File: src/rtl/core/ewhd_pkg.sv
// Shared types, constants and the half-root table of the edge weight decay block.
// No dependencies.
`timescale 1ns / 1ps
package ewhd_pkg;

  localparam int EXP_BITS  = 8;
  localparam int FRAC_BITS = 16;
  localparam logic [16:0] CNT_CAP = 17'd65536;
  localparam logic [47:0] SUM_MAX = 48'hFFFF_FFFF_FFFF;

  localparam logic [2:0] CFG_DECAY_EN   = 3'd0;
  localparam logic [2:0] CFG_CHECK_INTV = 3'd1;
  localparam logic [2:0] CFG_FLOOR      = 3'd2;
  localparam logic [2:0] CFG_MAX        = 3'd3;
  localparam logic [2:0] CFG_HALF_LIFE  = 3'd4;

  typedef struct packed {
    logic               kind;
    logic [31:0]        clock_now;
    logic [31:0]        edge_weight;
    logic [31:0]        edge_last_access;
    logic [31:0]        edge_use_count;
    logic signed [31:0] reinforce_amount;
    logic               pass_first;
    logic               pass_last;
  } ewhd_in_t;

  typedef struct packed {
    logic [31:0] new_weight;
    logic [31:0] new_last_access;
    logic [31:0] new_use_count;
    logic        pass_skipped;
    logic        stats_valid;
    logic [16:0] cnt_checked;
    logic [16:0] cnt_decayed;
    logic [16:0] cnt_floor;
    logic [47:0] weight_lost;
    logic [31:0] avg_before;
    logic [31:0] avg_after;
  } ewhd_out_t;

  typedef struct packed {
    logic        decay_en;
    logic [31:0] check_intv;
    logic [31:0] floor_w;
    logic [31:0] max_w;
    logic [31:0] half_life;
  } ewhd_cfg_t;

  // One classified item as it travels from front to back.
  typedef struct packed {
    ewhd_in_t    item;
    logic [31:0] pass_time;
    logic        pass_skip;  // pass did not open
    logic        skip;       // pass skipped or decay disabled now
  } ewhd_entry_t;

  // 2^(-2^-(m+1)) in Q0.32
  function automatic logic [31:0] half_root(input logic [2:0] m);
    logic [31:0] r;
    unique case (m)
      3'd0:    r = 32'd3037000500;
      3'd1:    r = 32'd3611622603;
      3'd2:    r = 32'd3938502376;
      3'd3:    r = 32'd4112874773;
      3'd4:    r = 32'd4202935003;
      3'd5:    r = 32'd4248701965;
      3'd6:    r = 32'd4271771997;
      default: r = 32'd4283353945;
    endcase
    return r;
  endfunction

endpackage

File: src/rtl/core/ewhd_queue.sv
// Two-entry queue of classified items between front and back.
// Depends on ewhd_pkg.
`timescale 1ns / 1ps
module ewhd_queue import ewhd_pkg::*; (
  input  logic        clk,
  input  logic        rst_n,
  input  logic        push,
  input  ewhd_entry_t push_data,
  input  logic        pop,
  output ewhd_entry_t pop_data,
  output logic        full,
  output logic        empty
);
  ewhd_entry_t mem [2];
  logic       wp_r, rp_r;
  logic [1:0] cnt_r;

  assign full     = (cnt_r == 2'd2);
  assign empty    = (cnt_r == 2'd0);
  assign pop_data = mem[rp_r];

  always_ff @(posedge clk) begin
    if (push) begin
      mem[wp_r] <= push_data;
    end
  end

  always_ff @(posedge clk) begin
    if (!rst_n) begin
      wp_r  <= 1'b0;
      rp_r  <= 1'b0;
      cnt_r <= 2'd0;
    end else begin
      if (push) wp_r <= ~wp_r;
      if (pop)  rp_r <= ~rp_r;
      cnt_r <= cnt_r + {1'b0, push} - {1'b0, pop};
    end
  end
endmodule

File: config.mk
export PLATFORM = sky130hd
export DESIGN_NAME = ewhd_queue
export DESIGN_NICKNAME = d
export VERILOG_FILES = /design/src/rtl/core/ewhd_pkg.sv /design/src/rtl/core/ewhd_queue.sv
export SDC_FILE = /design/constraint.sdc
export NUM_CORES = 1
export LEC_CHECK = 0
export BUFFER_PORTS_ARGS = -buffer_cell sky130_fd_sc_hd__buf_2
export CORE_UTILIZATION = 52
export CTS_CLUSTER_SIZE = 28
export DETAILED_ROUTE_END_ITERATION = 12
export PLACE_DENSITY_LB_ADDON = 0.1
export SLEW_MARGIN = 30
export SYNTH_ARGS = -nofsm -noshare
export SYNTH_HDL_FRONTEND = slang
export SYNTH_SLANG_ARGS = --single-unit
File: constraint.sdc
create_clock -name clk -period 16.05 [get_ports clk]
set_input_delay 3.21 -clock clk [delete_from_list [all_inputs] [get_ports clk]]
set_output_delay 3.21 -clock clk [all_outputs]
set_load 0.005 [all_outputs]
Yosys cells after proc, flatten, opt, wreduce, memory -nomap -nowiden

Memories as Yosys holds them, arrays and structs flattened. A register that Yosys moved wholly into a read port is not among the register bits.
Index checks and enable logic that the tools add are counted.

$add $sub $neg: 2
Equality and inequality tests: 1
Muxes and demuxes: 4
Bitwise gates (word level): 2
Reductions and logical operators: 1

Operators by type and width:

| kind                 | count |
|---|---|
| $mux W1              | 4 |
| $add A2 B1 Y2        | 1 |
| $eq A2 B2 Y1 const B | 1 |
| $logic_not A2 Y1     | 1 |
| $not A1 Y1           | 2 |
| $sub A2 B1 Y2        | 1 |

Register bits: 4
Memory bits (writable): 394
Bits of input ports: 201
Output and inout port bits: 199
Word-level logic and storage cells: 14
Memories kept: 1

Memories:

| memory | words | width | read ports | clocked after Yosys merged registers in | wr ports | RTL line         | source |
|---|---|---|---|---|---|---|---|
| mem    | 2     | 197   | 1          | 1                                       | 1        | ewhd_queue.sv:14 | `ewhd_entry_t mem [2];` |

Depth between registers and ports, before layout

Depth after elaboration: 3
Gate-level depth with buffers: 6
Mapped depth without buffers: 6

Least setup slack after synthesis

OpenSTA, ideal clock, no wires.

Path kind: in2reg
From: input push
To: register wp_r
Library setup time: 0.098 ns
Arrival time: 12.429 ns
Data required time: 15.952 ns
Slack: 3.522 ns
Stages: 2
Buffers on the path: 0
Cell sequence: nor2b_1 o21a_1

RTL lines:

| item                 | RTL line         | source |
|---|---|---|
| start, declared      | ewhd_queue.sv:7  | `input logic push,` |
| end signal, assigned | ewhd_queue.sv:34 | `if (push) wp_r <= ~wp_r;` |
| end, declared        | ewhd_queue.sv:15 | `logic wp_r, rp_r;` |

==> flow_summary.ini <==
[setup_path]
critPathArrivalTime_ps = 3520
cp_max_fo = 53
required_ps = 12840
critical_path_class = flop to primary output
cp-start-kind = flop
crit_path_end_kind = primary output

[timing]
fin_crit_ps = 6730
fin_tns_setup_ps = 0
grt_setup_unrepaired = false
drv_slew = 0
worst_pin_slew_ps = 952
skew_ps = 19.0
finalHoldViolations = 0
max_clock_freq_mhz = 149
setup_viol = 0
maxSlewHeadroom_pct = 36.5
finalCritPeriodShare_pct = 41.9

[route]
vias = 7387
drtIter0Drc = 478
drc = 0
wl_per_cell_um = 20.3
wirelength_um = 29900
routed_via_density = 5.01
postRouteAntennaNets = 0
dr.pass1.iters = 5

[global_route]
grt_pass1_wl_um = 41900
grt_use_total_pct = 19.5
antenna_found_initial = 13
gr-total-overflow = 0
grt_max_degree = 73
grt_pass1_vias = 7420

[clocking]
numCtsBuffers = 41
cts_root_buf = clkbuf_16
clk_latency_ps = 510
post_cts_resized = 0
ctsHtreeMaxLevel = 2
path_clk_slew_ps = 60
cts_hold_buf = 0
cts_setup_buffers = 0
cts_tree = done
cts_sinks = 399
clock_path_buffers = 3

[finish]
multi_input_area_um2 = 2830
fillers = 2006
nNetsFinal = 1265
register_area_um2 = 11900
syn_to_final_growth_pct = 23.6
finish.instance_area_um2 = 18500
drive_gt1_share_pct = 60.3

[die]
ios = 400
die_x_um = 172
die_y_um = 172
initial_utilization_pct = 53.3
rows = 61
coreArea_um2 = 28100
die_area_um2 = 29500

[logic_synthesis]
synth.most_common_cell = edfxtp_1
synthTopCellsByArea = edfxtp_1 (79%), mux2_4 (13%), mux2_2 (5.0%)
ys_top_cells_by_count = edfxtp_1 (394), mux2_4 (130), mux2_2 (67), buf_6 (16), buf_2 (6)
synth_top_area_share_pct = 79.0
synth_top_area_cell = edfxtp_1
synth_cell_types = 14
async_flop_share_pct = 0
synthFlopType = edfxtp_1
synthAdderAreaFrac_pct = 0.167
synthCells = 634
synth_nets = 837
synth_xor_xnor_area_share_pct = 0.209
synth.avg_cell_area_um2 = 23.6
netlist_area_um2 = 15000
synth_top_family_by_area = multiplexers
muxShareOfSynthArea_pct = 18.1
synth_seq_cells = 399
yosysWarnings = 0
synth_compound_area_share_pct = 0.0501
yosysSeqAreaShare_pct = 79.7
synth-simple-area-share_pct = 0.359
synth-edff-count = 394

[run_status]
status = completed

[placed_design]
dp_hpwl_um = 20300
gp_congestion = 0.802
place_area_um2 = 17300
io_buffers = 399

[pwr]
ir_worst_vdd_mv = 0.0897
p_leak_nw = 7.21
power_density_nw_per_um2 = 124

[job]
cap_violations = 0

[min_path]
hold_class = flop to flop
[path summary, 6_finish.rpt]
check | from | to | slack [ps] | cells after the start
worst min-delay path | rp_r | flop | 590 | 2
worst min register to register | rp_r | flop | 590 | 2
worst max-delay path | flop | pop_data[105] | 9320 | 4
worst max register to register | wp_r | mem[0][68] | 13210 | 3
[registers in the layout, indices dropped and copies added (netlist names), named ones only]
| name | flops |
|---|---|
| cnt_r | 2 |
| mem | 394 |
| rp_r | 1 |
| wp_r | 1 |
[metrics by stage]
step | utilization (%) | total power, W | setup WS (ps) | hold slack [ps] | cells
floorplan | - | 0.00139 | 3520 | 555 | 634
global placement | 61.6 | 0.00148 | 9890 | 559 | 1397
detailed placement | 61.6 | 0.00148 | 9850 | 560 | 1397
CTS | 65.8 | 0.00232 | 9280 | 586 | 1465
global route | 65.9 | 0.00237 | 9160 | 606 | 1474
finish | 65.9 | 0.00229 | 9320 | 587 | 1475
[worst max-delay path, stage by stage, from the launching register on]
cell     delay, ps
dfxtp_4        780
buf_4          760
buf_4          840
mux2_4         360
buf_2          130
[report_power, final]
part / internal [W] / switching [W] / total, W / leakage, nW
Sequential: 0.00121 / 0.0000192 / 0.00123 / 3.74
Clock: 0.000486 / 0.000349 / 0.000836 / 0.564
Combinational: 0.000129 / 0.000104 / 0.000233 / 2.91
[cell type report]
class / instances / area share [%]
multi-input cells: 211 / 15.3
clock buffers: 59 / 5.91
well taps: 378 / 2.56
clock inverters: 9 / 0.379
diodes: 10 / 0.135
inverters: 2 / 0.0406
repair buffers: 407 / 11.2
flip-flops and latches: 399 / 64.5
[placed cells by master (no fill, tap or decap)]
cell type,n
buf_2,399
edfxtp_1,394
mux2_4,130
mux2_2,67
clkbuf_16,41
clkbuf_1,18
diode_2,10
clkinv_2,5
buf_4,5
dfxtp_1,4
and2_1,3
nor2b_1,3
buf_6,3
inv_1,2
ha_1,2
clkinv_1,2
and2_4,1
nor2_1,1
xor2_1,1
nor2b_4,1
o21a_1,1
xnor3_1,1
dfxtp_4,1
bufinv_16,1
clkinvlp_4,1
[per-layer routing]
layer,wire (um),GRT usage [%]
met4,844,9.20
met1,11000,22.1
met5,35,0
met2,15300,33.0
met3,2720,6.86
[cells by family (layout without fill, tap and decap cells)]
group | count (synthesis) | count (layout)
xor gates and xnor gates | 2 | 2
DFF | 399 | 399
other | 0 | 10
and+or+nand+nor | 9 | 9
muxes | 197 | 197
adders and majority gates | 2 | 2
buffers and inverters | 24 | 477
AOI/OAI and AO/OA | 1 | 1
No activity file was read; power rests on OpenSTA's default activity.
