File: config.mk
export PLATFORM = sky130hd
export DESIGN_NAME = ewhd_front
export DESIGN_NICKNAME = d
export VERILOG_FILES = /design/src/rtl/core/ewhd_pkg.sv /design/src/rtl/core/ewhd_front.sv
export SDC_FILE = /design/constraint.sdc
export NUM_CORES = 1
export LEC_CHECK = 0
export CAP_MARGIN = 15
export CORE_AREA = 2 2 192 194
export DETAILED_ROUTE_END_ITERATION = 7
export DIE_AREA = 0 0 194 196
export DONT_BUFFER_PORTS = 1
export GPL_ROUTABILITY_DRIVEN = 0
export PLACE_DENSITY = 0.42
export REMOVE_ABC_BUFFERS = 1
export SETUP_SLACK_MARGIN = 0.2
export SKIP_CTS_REPAIR_TIMING = 1
export SYNTH_ARGS = -nofsm -noshare
export SYNTH_HDL_FRONTEND = slang
export SYNTH_SLANG_ARGS = --single-unit
export TNS_END_PERCENT = 100
File: constraint.sdc
create_clock -name clk -period 7.1 [get_ports clk]
set_input_delay 1.42 -clock clk [delete_from_list [all_inputs] [get_ports clk]]
set_output_delay 1.42 -clock clk [all_outputs]
set_load 0.01 [all_outputs]
File: src/rtl/core/ewhd_pkg.sv
// Shared types, constants and the half-root table of the edge weight decay block.
// No dependencies.
`timescale 1ns / 1ps
package ewhd_pkg;

  localparam int EXP_BITS  = 8;
  localparam int FRAC_BITS = 16;
  localparam logic [16:0] CNT_CAP = 17'd65536;
  localparam logic [47:0] SUM_MAX = 48'hFFFF_FFFF_FFFF;

  localparam logic [2:0] CFG_DECAY_EN   = 3'd0;
  localparam logic [2:0] CFG_CHECK_INTV = 3'd1;
  localparam logic [2:0] CFG_FLOOR      = 3'd2;
  localparam logic [2:0] CFG_MAX        = 3'd3;
  localparam logic [2:0] CFG_HALF_LIFE  = 3'd4;

  typedef struct packed {
    logic               kind;
    logic [31:0]        clock_now;
    logic [31:0]        edge_weight;
    logic [31:0]        edge_last_access;
    logic [31:0]        edge_use_count;
    logic signed [31:0] reinforce_amount;
    logic               pass_first;
    logic               pass_last;
  } ewhd_in_t;

  typedef struct packed {
    logic [31:0] new_weight;
    logic [31:0] new_last_access;
    logic [31:0] new_use_count;
    logic        pass_skipped;
    logic        stats_valid;
    logic [16:0] cnt_checked;
    logic [16:0] cnt_decayed;
    logic [16:0] cnt_floor;
    logic [47:0] weight_lost;
    logic [31:0] avg_before;
    logic [31:0] avg_after;
  } ewhd_out_t;

  typedef struct packed {
    logic        decay_en;
    logic [31:0] check_intv;
    logic [31:0] floor_w;
    logic [31:0] max_w;
    logic [31:0] half_life;
  } ewhd_cfg_t;

  // One classified item as it travels from front to back.
  typedef struct packed {
    ewhd_in_t    item;
    logic [31:0] pass_time;
    logic        pass_skip;  // pass did not open
    logic        skip;       // pass skipped or decay disabled now
  } ewhd_entry_t;

  // 2^(-2^-(m+1)) in Q0.32
  function automatic logic [31:0] half_root(input logic [2:0] m);
    logic [31:0] r;
    unique case (m)
      3'd0:    r = 32'd3037000500;
      3'd1:    r = 32'd3611622603;
      3'd2:    r = 32'd3938502376;
      3'd3:    r = 32'd4112874773;
      3'd4:    r = 32'd4202935003;
      3'd5:    r = 32'd4248701965;
      3'd6:    r = 32'd4271771997;
      default: r = 32'd4283353945;
    endcase
    return r;
  endfunction

endpackage

File: src/rtl/core/ewhd_front.sv
// Front end: accepts items, tracks the pass time and skip decision, queues entries.
// Depends on ewhd_pkg.
`timescale 1ns / 1ps
module ewhd_front import ewhd_pkg::*; (
  input  logic        clk,
  input  logic        rst_n,
  input  ewhd_cfg_t   cfg,
  input  logic        in_valid,
  output logic        in_stall,
  input  ewhd_in_t    in_data,
  input  logic        q_full,
  output logic        push,
  output ewhd_entry_t push_data
);
  logic [31:0] prev_r, prev_nxt, cpt_r, cpt_nxt;
  logic        pskip_r, pskip_nxt;
  logic        opens;

  assign in_stall = q_full;
  assign push     = in_valid && !q_full;
  assign opens    = !in_data.kind && in_data.pass_first;

  always_comb begin
    prev_nxt  = prev_r;
    cpt_nxt   = cpt_r;
    pskip_nxt = pskip_r;
    if (opens) begin
      cpt_nxt   = in_data.clock_now;
      pskip_nxt = !cfg.decay_en || (in_data.clock_now < prev_r) ||
                  ((in_data.clock_now - prev_r) < cfg.check_intv);
      if (!pskip_nxt) prev_nxt = in_data.clock_now;
    end
    push_data.item      = in_data;
    push_data.pass_time = cpt_nxt;
    push_data.pass_skip = pskip_nxt;
    push_data.skip      = pskip_nxt || !cfg.decay_en;
  end

  always_ff @(posedge clk) begin
    if (!rst_n) begin
      prev_r  <= '0;
      cpt_r   <= '0;
      pskip_r <= 1'b0;
    end else if (push) begin
      prev_r  <= prev_nxt;
      cpt_r   <= cpt_nxt;
      pskip_r <= pskip_nxt;
    end
  end
endmodule

## Yosys cells after proc, flatten, opt, wreduce, memory -nomap -nowiden

Index checks and enable logic that the tools add are counted.

| word-level totals | value |
|---|---|
| output and inout bits | 199 |
| logic and storage cells | 18 |
| register bits | 65 |
| input port bits | 296 |

| operators by class | value |
|---|---|
| bitwise gates (word level) | 1 |
| multiplexer cells | 2 |
| reduce and logical (&&, ||, !) cells | 9 |
| order comparisons | 2 |
| add/subtract/negate cells | 1 |

Operators with widths:

| operator | number |
|---|---|
| $lt A32 B32 Y1 | 2 |
| $mux W32 | 1 |
| $sub A32 B32 Y32 | 1 |
| $logic_not A1 Y1 | 3 |
| $logic_or A1 B1 Y1 | 3 |
| $reduce_and A3 Y1 | 1 |
| $logic_and A1 B1 Y1 | 2 |
| $mux W1 | 1 |
| $not A1 Y1 | 1 |

## Depth between registers and ports, before layout

| depth | value |
|---|---|
| depth after elaboration | 5 |
| mapped depth | 22 |
| mapped depth without buffers | 20 |

## Worst setup path before layout

OpenSTA, ideal clock, no wires.

| timing | value |
|---|---|
| path kind | in2out |
| start | in in_data[130] in the netlist's numbering |
| end | out push_data[1] in the netlist's numbering |
| required time | 5.680 ns |
| data arrival time | 4.898 ns |
| stages | 18 |
| buffers on the path | 1 |
| slack | 0.782 ns |
| path through | inv_1 ha_1 fa_1 nor2b_1 o31a_1 o31ai_1 and4_4 nor4_1 or4_1 and3_1 a311o_1 ha_1 nand4_1 or3_1 o211ai_1 nand4b_1 and2_1 buf_4 |

| on the way | value |
|---|---|
| cells in the longest elaborated chain, start to end | 4 |
| elaborated cells between the ends (all ways) | 6 |
| classes of those cells | add/sub (1); order compare (2); mux (1); reduce/logical (2) |

Ends and longest elaborated chain:

| item | RTL line | source |
|---|---|---|
| start, declared | ewhd_front.sv:10 | `input ewhd_in_t in_data,` |
| $sub A32 B32 Y32 or $lt A32 B32 Y1 (tied branches) | ewhd_front.sv:30, ewhd_front.sv:29 |  |
| $lt A32 B32 Y1 or $logic_or A1 B1 Y1 (tied branches) | ewhd_front.sv:30, ewhd_front.sv:29 |  |
| $logic_or A1 B1 Y1 * | ewhd_front.sv:29 | `pskip_nxt = !cfg.decay_en \|\| (in_data.clock_now < prev_r) \|\|` |
| $mux W1 * | ewhd_front.sv:27 | `if (opens) begin` |
| end, declared | ewhd_front.sv:13 | `output ewhd_entry_t push_data` |

Mark *: on every way between the ends. The rest lies on a longest branch, timed or not.

==> run metrics <==
CP required=5.68 ns; CP dominant cell by count=buf_4; Min-Delay Path Class=register to register; clock buffer depth=2; via count=5,107; DRT iter0 DRCs=213; initial core utilization=18.7%; Max Cap Viol=0; clk slew on worst S/H paths=0.06 ns; GRT Residual Overflow=0; gr usage total=a little over a fifth; final hold violations=0; CP Cell Sequence=clkinv_16 > ha_4 > fa_2 > nor2b_4 > o31a_1 > buf_6 > o31ai_4 > buf_4 > and4_4 > nor4_4 > or4_4 > and3_4 > a311o_1 > ha_1 > nand4_1 > or3_1 > o211ai_1 > buf_4 > nand4b_1 > a21bo_1; Layout area overhead=-3.86%; Critical-path top delay cell=or4_4; row count=70; Via-to-Cell Ratio=4.28; Worst Path Buf+Inv=4; WS Path Type=input pin to output pin; share of cells above drive strength 1=under 10%; post-layout util=17.9%; Post-synth EDFFs=0; Max Fclk=145 MHz; residual DRC count=0; largest net degree at the start of global routing=98; Worst-Margin Slew=1.04 ns; Synth Warn #=0; H-tree depth=3; Die H=196 um; Die W=194 um; Seq/Total Area, Yosys=between 10% and 20%; Crit. End Element=output pin; most frequent cells in the layout=nand2_1 (172), inv_1 (72), mux2i_1 (66); FF-to-FF Start=prev_r[0]; Final WS setup=approximately 0.2 ns; post-detail-place hpwl=37,100 um; Top FF cell, synth=dfxtp_1; slowest stage delay, CP=0.53 ns; static leakage=roughly 0.0026 uW; root buf cell=clkbuf_16; total CTS buffers=9; # clock sinks=65; dpl ws=~0.012 ns; skew final=0.00849 ns; period utilization=97.2%; Avg Cell Area, Syn=7.58 um^2; Critical Path Start=in_data[130]; Die ar.=38,000 um^2; critical path's top delay family=simple AND/OR/NAND/NOR gates; pwr/cell area=between 150 and 200 nW/um^2; CTS tree=done; Final Power=~1100 uW; Critical Path AT=5.48 ns; minimum clock period=6.90 ns; CORE AREA=36,100 um^2; Port-buffer cells=0; Ant. Diodes=0; drt wl/cell=35.3 um; Detailed Route WL=42,100 um; Worst-Skew Late Latency=0.37 ns; ANT nets after route=0; commonest non-fill, non-tap cell in the layout=nand2_1; VDD IR max=~0.00017 V; register bit total from synthesis=65; unrepaired setup endpoints after global routing=true; HP Start=prev_r[7]; initial antenna violation count=0; Synth async-reset ratio=0%; Syn Std Cell Area=6740 um^2; IO Pins=495; top fanout value on the critical path=3; global-route wire length before repair=52,500 um; drt first pass iters=4; Netlist cell types=53; Slew HR=30.7%; number of global-route vias before repair=between 4,000 and 5,000; final setup violating endpoints=0; fillers=a little over 4,000; nets@finish=1,080; max-slew violation count=0; cell count after synthesis=888; type of origin of the critical path=input pin; setup TNS=0 ns; status=completed
-- power breakdown --
group	internal, uW	switching (uW)
Combinational	104	140
Sequential	370	2.58
Clock	282	210
-- flip-flops by register name (all words and copies together) (netlist names) --
name / count
cpt_r: 32
prev_r: 32
pskip_r: 1
-- layout make-up --
type	instances	area, um^2	area share, %
multi-input combinational	556	3850	59.5
sequential	65	1300	20.1
clock inverter	6	66.3	1.02
timing repair buffer	15	129	1.99
tap	468	586	9.04
inverter	73	300	4.64
clock buffer	10	239	3.69
-- kinds of logic (layout without fill, tap and decap cells) --
kind of cell	after synthesis	in the layout	share of synthesized area, %
and+or+nand+nor	290	290	19.9
adders and majority gates	64	64	12.0
muxes	66	66	9.81
xor gates and xnor gates	23	23	2.99
buffers and inverters	267	104	24.9
DFF	65	65	19.3
AOI/OAI and AO/OA	113	113	11.1
-- Yosys cell counts (3+ instances only) --
cell | instances | share of area, %
a31oi_1 | 3 | 0.28
buf_12 | 3 | 0.89
o21ai_0 | 18 | 1.3
a21o_1 | 20 | 2.2
nand4_1 | 8 | 0.74
ha_1 | 63 | 12
o21a_1 | 6 | 0.67
nand2b_1 | 8 | 0.74
o211ai_1 | 6 | 0.67
buf_4 | 165 | 18
and3_1 | 3 | 0.28
a21oi_1 | 32 | 2.4
o21ai_1 | 4 | 0.30
nor2b_1 | 41 | 3.8
dfxtp_1 | 65 | 19
a211oi_1 | 3 | 0.33
clkbuf_1 | 25 | 1.4
inv_1 | 73 | 4.1
mux2i_1 | 66 | 9.8
xnor2_1 | 17 | 2.2
nor2_1 | 26 | 1.4
nand2_1 | 172 | 9.6
xor2_1 | 6 | 0.78
nor3_1 | 6 | 0.45
o31ai_1 | 5 | 0.56
nand3_1 | 7 | 0.52
-- path summary, 6_finish.rpt --
| kind | end | slack [ns] | cells after the start |
|---|---|---|---|
| min reg2reg | prev_r[7] | 0.46 | 2 |
| min | prev_r[7] | 0.46 | 2 |
| max reg2reg | prev_r[0] | 2.21 | 20 |
| max | push_data[0] | 0.20 | 20 |
-- tightest hold or removal path, cell delays in order (launching register included) --
cell     delay, ns
dfxtp_1       0.30
nand2_1       0.05
mux2i_1       0.05
-- through the flow --
stage	std cells	hold slack, ns	instance area, um^2
6_report	1193	0.458	6470
5_1_grt	1193	0.472	6470
4_1_cts	1191	0.462	6360
3_5_place_dp	1175	0.448	6050
3_3_place_gp	1175	0.442	6050
2_1_floorplan	694	0.435	5330
-- layer usage --
metal	track usage, %	vias to the layer above	routed length [um]
met3	15.5	106	6400
met4	20.7	0	5150
met5	0	-	0
met1	12.1	2237	8420
met2	41.5	348	22200
li1	-	2416	-
(Power assumes the default switching activity.)
